<file path="src/rtl/midipk_pkg.sv">
`timescale 1ns / 1ps

package midipk_pkg;

  // parse mode of the byte stream
  typedef enum logic [2:0] {
    MODE_SCAN    = 3'd0,
    MODE_ONE     = 3'd1,
    MODE_TWO_A   = 3'd2,
    MODE_TWO_B   = 3'd3,
    MODE_SYSEX_0 = 3'd4,
    MODE_SYSEX_1 = 3'd5,
    MODE_SYSEX_2 = 3'd6
  } mode_e;

  // status bytes with a meaning of their own
  localparam logic [7:0] ST_REALTIME_LO = 8'hF8;
  localparam logic [7:0] ST_SYSTEM_LO   = 8'hF0;
  localparam logic [7:0] ST_SYSEX_START = 8'hF0;
  localparam logic [7:0] ST_MTC_QFRAME  = 8'hF1;
  localparam logic [7:0] ST_SONG_POS    = 8'hF2;
  localparam logic [7:0] ST_SONG_SEL    = 8'hF3;
  localparam logic [7:0] ST_TUNE_REQ    = 8'hF6;
  localparam logic [7:0] ST_SYSEX_END   = 8'hF7;
  localparam logic [7:0] ST_ONE_PARAM_LO = 8'hC0;
  localparam logic [7:0] ST_ONE_PARAM_HI = 8'hDF;

  // code index numbers
  localparam logic [3:0] CIN_SYS_TWO    = 4'h2;
  localparam logic [3:0] CIN_SYS_THREE  = 4'h3;
  localparam logic [3:0] CIN_SYSEX_CONT = 4'h4;
  localparam logic [3:0] CIN_END_ONE    = 4'h5;
  localparam logic [3:0] CIN_END_TWO    = 4'h6;
  localparam logic [3:0] CIN_END_THREE  = 4'h7;
  localparam logic [3:0] CIN_SINGLE     = 4'hF;

  typedef struct packed {
    mode_e       mode;
    logic [7:0]  held_status;
    logic [7:0]  held_data_one;
    logic [7:0]  held_data_two;
  } parse_st_t;

  typedef struct packed {
    logic [3:0] code_index;
    logic [7:0] b1;
    logic [7:0] b2;
    logic [7:0] b3;
    logic [1:0] byte_count;
  } packet_t;

  // meaningful bytes per code index, zero for reserved codes
  function automatic logic [1:0] cin_len(input logic [3:0] cin);
    logic [1:0] n;
    unique case (cin)
      4'h0, 4'h1:                      n = 2'd0;
      4'h2, 4'h6, 4'hC, 4'hD:          n = 2'd2;
      4'h5, 4'hF:                      n = 2'd1;
      default:                         n = 2'd3;
    endcase
    return n;
  endfunction

endpackage

</file>
<file path="src/rtl/midipk_parse.sv">
`timescale 1ns / 1ps

module midipk_parse (
  input  logic [7:0]           midi_b_i,
  input  midipk_pkg::parse_st_t st_i,
  output midipk_pkg::parse_st_t st_o,
  output logic                 emit_o,
  output midipk_pkg::packet_t  pkt_o
);
  import midipk_pkg::*;

  logic       cand;   // a packet is formed
  logic       load;   // packet bytes become the held bytes
  logic [3:0] cin;
  logic [7:0] b1, b2, b3;

  always_comb begin
    st_o = st_i;
    cand = 1'b0;
    load = 1'b0;
    cin  = '0;
    b1   = '0;
    b2   = '0;
    b3   = '0;
    if (midi_b_i >= ST_REALTIME_LO) begin
      cand = 1'b1;
      cin  = CIN_SINGLE;
      b1   = midi_b_i;
    end else if (midi_b_i >= ST_SYSTEM_LO) begin
      unique case (midi_b_i)
        ST_SYSEX_START: begin
          st_o.held_status = midi_b_i;
          st_o.mode        = MODE_SYSEX_1;
        end
        ST_MTC_QFRAME, ST_SONG_SEL: begin
          st_o.held_status = midi_b_i;
          st_o.mode        = MODE_ONE;
        end
        ST_SONG_POS: begin
          st_o.held_status = midi_b_i;
          st_o.mode        = MODE_TWO_A;
        end
        ST_TUNE_REQ: begin
          st_o.mode = MODE_SCAN;
          cand      = 1'b1;
          load      = 1'b1;
          cin       = CIN_END_ONE;
          b1        = ST_TUNE_REQ;
        end
        ST_SYSEX_END: begin
          st_o.mode = MODE_SCAN;
          priority if (st_i.mode == MODE_SYSEX_0) begin
            cand = 1'b1;
            load = 1'b1;
            cin  = CIN_END_ONE;
            b1   = ST_SYSEX_END;
          end else if (st_i.mode == MODE_SYSEX_1) begin
            cand = 1'b1;
            load = 1'b1;
            cin  = CIN_END_TWO;
            b1   = st_i.held_status;
            b2   = ST_SYSEX_END;
          end else if (st_i.mode == MODE_SYSEX_2) begin
            cand = 1'b1;
            load = 1'b1;
            cin  = CIN_END_THREE;
            b1   = st_i.held_status;
            b2   = st_i.held_data_one;
            b3   = ST_SYSEX_END;
          end else begin
            cand = 1'b0;
          end
        end
        default: begin
          // undefined system common status drops the parse
          st_o.mode = MODE_SCAN;
        end
      endcase
    end else if (midi_b_i[7]) begin
      st_o.held_status = midi_b_i;
      st_o.mode = (midi_b_i >= ST_ONE_PARAM_LO && midi_b_i <= ST_ONE_PARAM_HI) ?
                  MODE_ONE : MODE_TWO_A;
    end else begin
      unique case (st_i.mode)
        MODE_ONE: begin
          cand = 1'b1;
          load = 1'b1;
          if (st_i.held_status < ST_SYSTEM_LO) begin
            cin = st_i.held_status[7:4];
          end else begin
            cin       = CIN_SYS_TWO;
            st_o.mode = MODE_SCAN;
          end
          b1 = st_i.held_status;
          b2 = midi_b_i;
        end
        MODE_TWO_A: begin
          st_o.held_data_one = midi_b_i;
          st_o.mode          = MODE_TWO_B;
        end
        MODE_TWO_B: begin
          cand = 1'b1;
          load = 1'b1;
          if (st_i.held_status < ST_SYSTEM_LO) begin
            cin       = st_i.held_status[7:4];
            st_o.mode = MODE_TWO_A;
          end else begin
            cin       = CIN_SYS_THREE;
            st_o.mode = MODE_SCAN;
          end
          b1 = st_i.held_status;
          b2 = st_i.held_data_one;
          b3 = midi_b_i;
        end
        MODE_SYSEX_0: begin
          st_o.held_status = midi_b_i;
          st_o.mode        = MODE_SYSEX_1;
        end
        MODE_SYSEX_1: begin
          st_o.held_data_one = midi_b_i;
          st_o.mode          = MODE_SYSEX_2;
        end
        MODE_SYSEX_2: begin
          cand      = 1'b1;
          load      = 1'b1;
          cin       = CIN_SYSEX_CONT;
          st_o.mode = MODE_SYSEX_0;
          b1        = st_i.held_status;
          b2        = st_i.held_data_one;
          b3        = midi_b_i;
        end
        default: begin
          // data with no status in force is dropped
          cand = 1'b0;
        end
      endcase
    end
    if (load) begin
      st_o.held_status   = b1;
      st_o.held_data_one = b2;
      st_o.held_data_two = b3;
    end
  end

  assign pkt_o.code_index = cin;
  assign pkt_o.b1         = b1;
  assign pkt_o.b2         = b2;
  assign pkt_o.b3         = b3;
  assign pkt_o.byte_count = cin_len(cin);
  assign emit_o           = cand && (cin_len(cin) != 2'd0);

endmodule

</file>
<file path="src/rtl/midi_to_usb_midi_packetizer.sv">
`timescale 1ns / 1ps

// channel   dir  handshake                               payload
// midi_byte in   midi_byte_valid_i / midi_byte_ready_o    midi_byte_i
// packet    out  pkt_valid_o / pkt_ready_i                header_cable_o, code_index_o,
//                                                         packet_byte_one/two/three_o,
//                                                         byte_count_o
// config    in   cfg_we_i                                 cfg_wdata_i (cable number)
//
// one word per cycle unless a stalled packet holds the input: input register, one level of parse logic, packet register
// a word registered at the input is parsed, and any packet it forms enters the packet register once that is free
// words that form no packet retire without waiting on the packet side
// a stalled packet holds only words that would form a new packet
// rst_ni clears the parse state, the cable number and both valid flags

module midi_to_usb_midi_packetizer (
  input  logic       clk_i,
  input  logic       rst_ni,
  input  logic       cfg_we_i,
  input  logic [3:0] cfg_wdata_i,
  input  logic       midi_byte_valid_i,
  output logic       midi_byte_ready_o,
  input  logic [7:0] midi_byte_i,
  output logic       pkt_valid_o,
  input  logic       pkt_ready_i,
  output logic [3:0] header_cable_o,
  output logic [3:0] code_index_o,
  output logic [7:0] packet_byte_one_o,
  output logic [7:0] packet_byte_two_o,
  output logic [7:0] packet_byte_three_o,
  output logic [1:0] byte_count_o
);
  import midipk_pkg::*;

  logic       cable_we;
  logic [3:0] cable_num_q;
  logic       in_vld_q;
  logic [7:0] in_byte_q;
  parse_st_t  st_q, st_d;
  logic       emit;
  packet_t    pkt_d, pkt_q;
  logic [3:0] hdr_cable_q;
  logic       out_vld_q;
  logic       out_free;
  logic       advance;

  // parse logic on the registered word
  midipk_parse u_parse (
    .midi_b_i (in_byte_q),
    .st_i     (st_q),
    .st_o     (st_d),
    .emit_o   (emit),
    .pkt_o    (pkt_d)
  );

  assign out_free = !out_vld_q || pkt_ready_i;
  // the input word retires when it needs no packet slot or one is free
  assign advance           = in_vld_q && (!emit || out_free);
  assign midi_byte_ready_o = !in_vld_q || advance;

  assign cable_we = cfg_we_i;

  always_ff @(posedge clk_i or negedge rst_ni) begin
    if (!rst_ni) begin
      cable_num_q <= '0;
      in_vld_q    <= 1'b0;
      out_vld_q   <= 1'b0;
      st_q        <= '{mode: MODE_SCAN, held_status: 8'h00,
                       held_data_one: 8'h00, held_data_two: 8'h00};
    end else begin
      if (cable_we) begin
        cable_num_q <= cfg_wdata_i;
      end
      if (midi_byte_ready_o) begin
        in_vld_q <= midi_byte_valid_i;
      end
      if (advance) begin
        st_q <= st_d;
      end
      if (advance && emit) begin
        out_vld_q <= 1'b1;
      end else if (pkt_ready_i) begin
        out_vld_q <= 1'b0;
      end
    end
  end

  // payload registers
  always_ff @(posedge clk_i) begin
    if (midi_byte_valid_i && midi_byte_ready_o) begin
      in_byte_q <= midi_byte_i;
    end
    if (advance && emit) begin
      pkt_q       <= pkt_d;
      hdr_cable_q <= cable_num_q;
    end
  end

  assign pkt_valid_o         = out_vld_q;
  assign header_cable_o      = hdr_cable_q;
  assign code_index_o        = pkt_q.code_index;
  assign packet_byte_one_o   = pkt_q.b1;
  assign packet_byte_two_o   = pkt_q.b2;
  assign packet_byte_three_o = pkt_q.b3;
  assign byte_count_o        = pkt_q.byte_count;

endmodule
</file>
<file path="config.mk">
export PLATFORM = sky130hd
export DESIGN_NAME = midi_to_usb_midi_packetizer
export DESIGN_NICKNAME = d
export VERILOG_FILES = /design/src/rtl/midipk_pkg.sv /design/src/rtl/midipk_parse.sv /design/src/rtl/midi_to_usb_midi_packetizer.sv
export SDC_FILE = /design/constraint.sdc
export NUM_CORES = 1
export LEC_CHECK = 0
export ABC_AREA = 1
export BUFFER_PORTS_ARGS = -buffer_cell sky130_fd_sc_hd__buf_4
export CAP_MARGIN = 10
export CORE_MARGIN = 5
export CORE_UTILIZATION = 30
export CTS_CLUSTER_SIZE = 14
export DETAILED_ROUTE_END_ITERATION = 8
export PLACE_DENSITY = 0.46
export SETUP_SLACK_MARGIN = 0.1
export SLEW_MARGIN = 20
export SYNTH_ARGS = -nofsm -noshare
export SYNTH_HDL_FRONTEND = slang
export SYNTH_HIERARCHICAL = 1
export SYNTH_SLANG_ARGS = --single-unit
</file>
<file path="constraint.sdc">
create_clock -name clk_i -period 3.6 [get_ports clk_i]
set_input_delay 0.36 -clock clk_i [delete_from_list [all_inputs] [get_ports clk_i]]
set_output_delay 0.36 -clock clk_i [all_outputs]
set_load 0.02 [all_outputs]
</file>
After elaboration in Yosys (flattened, before gate mapping) --
Memory sizes are Yosys's and may differ from the RTL's. A register that Yosys moved wholly into a read port is not among the register bits. Cells that the tools add are included.
Storage, ports and cells: bits in registers 73, bits in latches 0, bits in writable memories 0, bits in read-only memories 64, output and inout port bits 36, logic and storage cells 122, memories 2
Memory list:
- (name not given) | depth 16, bits a word 2, read ports 1, clocked after memory_dff 0, write ports 0, RTL line midipk_pkg.sv:55 | unique case (cin)
- (name not given) | depth 16, bits a word 2, read ports 1, clocked after memory_dff 1, write ports 0, RTL line midipk_pkg.sv:55
Operators by class: $add $sub $neg 0, multiply operators 0, div/mod/pow operators 0, $lt $le $gt $ge 5, equality and inequality tests 17, shift operators 0, multiplexer cells 59, bitwise operators 1, reductions and logical operators 25
Operators by type and width (count):
- $mux 8 | 26
- $eq 8x8->1 const B | 6
- $pmux 8 s2 | 2
- $mux 4 | 7
- $ge 8x8->1 const B | 3
- $mux 24 | 1
- $mux 11 | 2
- $pmux 3 s6 | 1
- $mux 16 | 1
- $pmux 4 s3 | 1
- $mux 1 | 10
- $eq 3x3->1 const B | 3
- $pmux 3 s3 | 1
- $le 8x8->1 const B | 1
- $lt 8x8->1 const B | 1
- $pmux 4 s2 | 1
- $reduce_and 4->1 | 2
- $reduce_bool 8->1 | 1
- $mux 7 | 1
- $eq 3x2->1 const B | 2
- $mux 3 | 2
- $ne 2x1->1 const B | 3
- $reduce_bool 2->1 | 3
- $reduce_or 2->1 | 3
- other kinds (14) | 23

Logic depth before layout (Yosys ltp) --
An unclocked memory read counts as a cell.
word-level depth 15, depth in mapped cells 17, gate-level depth less buffers 16

Modules after synthesis --
The synthesis kept the hierarchy.
Modules (own cells, without submodules):
- midi_to_usb_midi_packetizer | instances 1, cells each 186, area an instance 2586.2 um^2, sequential area each 2087.0 um^2
- midipk_parse | instances 1, cells each 300, area an instance 1430.1 um^2, sequential area each 0.0 um^2

Worst setup path before layout --
Ideal clock, no wire load.
kind flip-flop to flip-flop, from register st_q[25] in the netlist's numbering, to register byte_count_o[0] (netlist name), setup time 0.389 ns, data arrival time 2.262 ns, data required time 3.211 ns, setup slack 0.950 ns, cell stages (with the launch flop) 13, buffers on the path 1, period minus slack after synthesis 2.650 ns, cell sequence dfrtp_1 -> buf_2 -> inv_1 -> nand3_4 -> nand2_2 -> nand3_1 -> nand3_1 -> nand2_1 -> nand3_1 -> nand2_1 -> nand2_1 -> nand3_1 -> inv_1
RTL lines:
- from (decl) | RTL line midi_to_usb_midi_packetizer.sv:39 | parse_st_t st_q, st_d;
- from (signal assigned) | RTL line midi_to_usb_midi_packetizer.sv:68 | st_q <= '{mode: MODE_SCAN, held_status: 8'h00,
- from (signal assigned) | RTL line midi_to_usb_midi_packetizer.sv:78 | st_q <= st_d;

Worst setup path after layout --
from register in_byte_q[7], to output midi_byte_ready_o
On the way: longest elaborated chain between the ends 11, elaborated cells on any way between the ends 19
RTL lines:
- from (decl) | RTL line midi_to_usb_midi_packetizer.sv:38 | logic [7:0] in_byte_q;
- from (signal assigned) | RTL line midi_to_usb_midi_packetizer.sv:91 | in_byte_q <= midi_byte_i;
- parallel branches: the longest is 6 deep, another holds $ge 8x8->1
- $logic_and 1x1->1 (*) | RTL line midipk_parse.sv:150 | assign emit_o = cand && (cin_len(cin) != 2'd0);
- net emit | RTL line midi_to_usb_midi_packetizer.sv:40 | logic emit;
- $logic_not 1->1 (*) | RTL line midi_to_usb_midi_packetizer.sv:58 | assign advance = in_vld_q && (!emit || out_free);
- $logic_or 1x1->1 (*) | RTL line midi_to_usb_midi_packetizer.sv:58
- $logic_and 1x1->1 (*) | RTL line midi_to_usb_midi_packetizer.sv:58
- $logic_or 1x1->1 (*) | RTL line midi_to_usb_midi_packetizer.sv:59 | assign midi_byte_ready_o = !in_vld_q || advance;
- to (decl) | RTL line midi_to_usb_midi_packetizer.sv:22 | output logic midi_byte_ready_o,
Mark *: on every way through the listed nets, which the timed path passes.

==> impl_metrics.ini <==
[global_route]
antenna_found_initial = 0
grt-ovfl-total = 0
grt_first_pass_wirelength_mm = 16.4
grt_pass1_vias = 3123
grtUsageTotal_pct = 14.6
grt_max_degree = 35

[setup_path]
worst_ep_required_time_ns = 3.24
worst-setup-path-type = flop to output pin
start_kind = flop
endpoint_kind = output pin
crit_fanout = 18
cp.arrival_ns = 2.61

[detailed_routing]
dr.first_iter.drc_count = 166
wl_per_cell_um = 15.8
routed_wl_mm = 10.1
via_per_inst = 4.94
postRouteAntennaNets = 0
drtPass1Iterations = 5
drc = 0
vias = 3170
top_layer_used = met4
met3_length_um = 742
dr_wl_met2_mm = 4.56
met1_length_mm = 4.61

[placement]
post_dp_cell_area_um2 = 4160
dp.cells = 625
port_buffers = 52
globalplace.congestion = 0.915
hpwl_mm = 7.32
place_ws_ns = 0.743

[final_layout]
area_growth_pct = 24.3
fin_nets = 507
num_antenna_cells = 0
fin_area_um2 = 4540
drive_gt1_share_pct = 19.6
postLayoutCoreUtil_pct = 38.0
fin_cells = 642

[die]
die_y_um = 120
start_util_pct = 30.5
core_um2 = 12000
dieArea_um2 = 14500
die_x_um = 120
ioPinCount = 53
rows = 40

[timing]
finalWorstSetupSlack_ns = 0.628
fmax_mhz = 336
tightest_slew_ns = 0.546
slew-limit-headroom_pct = 63.3
tns_ns = 0
fin_crit_sh_pct = 82.6
fin_crit_ns = 2.97
drv_slew = 0
hold_viol_final = 0
setup_violations = 0
skew_ns = 0.00661
rsz0062_at_grt = false

[power]
p_leak_nw = 2.20
cellPowerDensity_nw_per_um2 = 754
ir_drop_uv = 290

[cts]
insertion_delay_ns = 0.34
h-tree-depth = 3
cts_root_buf = clkbuf_16
cts_resized = 0
clock_path_buffers = 2
numCtsBuffers = 9
clk_pin_slew_ns = 0.06
cts_tree = done
cts_setup_buffers = 0
clock_sinks = 67

[status]
status = finished clean

[synthesis]
syn-mean-instance-area_um2 = 8.34
netlist_area_um2 = 3650
synthesis.nets = 455
synthCells = 438
yosysWarnings = 6

[hold_path]
hold_path.class = primary input to flop

[flow_run]
drv_cap = 0
==> power by group <==
part,switching (W),leakage [nW],internal (W),total [W]
combinational,0.000711,1.31,0.000370,0.00108
sequential,0.000168,0.715,0.00108,0.00125
clock,0.000346,0.181,0.000754,0.00110
==> through the flow <==
stage | power [W] | hold slack (ns)
after floorplan | 0.00197 | 0.0644
after global placement | 0.00234 | 0.298
after detailed placement | 0.00234 | 0.304
after CTS | 0.00346 | 0.185
after global routing | 0.00363 | 0.177
final | 0.00343 | 0.198
==> worst max-delay path, cell delays in order, from the launching register on <==
cell,delay [ns]
edfxtp_1,0.53
nand2_1,0.11
nor2_2,0.25
buf_4,0.27
nand3_1,0.11
nand2_2,0.17
nand2_2,0.10
nand4_1,0.08
nand2_1,0.07
nand2_1,0.18
nand4_1,0.19
buf_4,0.20
==> sequential cells by signal, summed over array words and instances, names as in the netlist <==
signal               cells
byte_count_o             2
cable_num_q              4
code_index_o             4
header_cable_o           4
in_byte_q                8
in_vld_q                 1
packet_byte_one_o        8
packet_byte_three_o      8
packet_byte_two_o        8
pkt_valid_o              1
st_q                    19
==> final cells by class <==
| class | count | area (um2) |
|---|---|---|
| Clock buffer | 9 | 225 |
| Multi-Input combinational cell | 292 | 1430 |
| Sequential cell | 67 | 1890 |
| Inverter | 61 | 229 |
| Fill cell | 1230 | 7420 |
| Tap cell | 147 | 184 |
| Clock inverter | 7 | 146 |
| Timing Repair Buffer | 59 | 445 |
==> cell usage in the layout (no fill, tap or decap), drive strengths merged <==
master / instances
nand2: 123
inv: 64
buf: 58
nand3: 50
edfxtp: 42
o21ai: 40
nor2: 27
dfrtp: 25
a21oi: 18
clkbuf: 9
o211ai: 9
nand4: 7
a22oi: 5
bufinv: 4
a31oi: 3
o21bai: 2
dlygate4sd3: 1
and3: 1
nand2b: 1
o21a: 1
o221ai: 1
nor3: 1
o31ai: 1
o22ai: 1
a31o: 1
==> repair_timing <==
action                                 4_1_cts  5_1_grt
hold buffers                                 1        0
setup endpoints to repair                    0        0
endpoints found under the hold margin       25        0
==> path summary, 6_finish.rpt <==
check / startpoint / to / slack (ns) / cells after the start
hold reg to reg: cable_num_q[1] / header_cable_o[1] / 0.45 / 0
hold / removal: midi_byte_i[6] / in_byte_q[6] / 0.20 / 1
setup reg to reg: in_byte_q[7] / packet_byte_three_o[1] / 0.75 / 12
max in group asynchronous: rst_ni / st_q[12] / 2.85 / 2
min in group asynchronous: rst_ni / cable_num_q[1] / 0.48 / 2
setup / recovery: in_byte_q[7] / midi_byte_ready_o / 0.63 / 11
==> layer usage <==
layer / track usage, % / up-vias
met5: 0 / -
met4: 5.31 / 0
met1: 19.7 / 1467
met2: 22.2 / 114
li1: - / 1570
met3: 4.30 / 19
No activity file was read; power rests on OpenSTA's default activity.
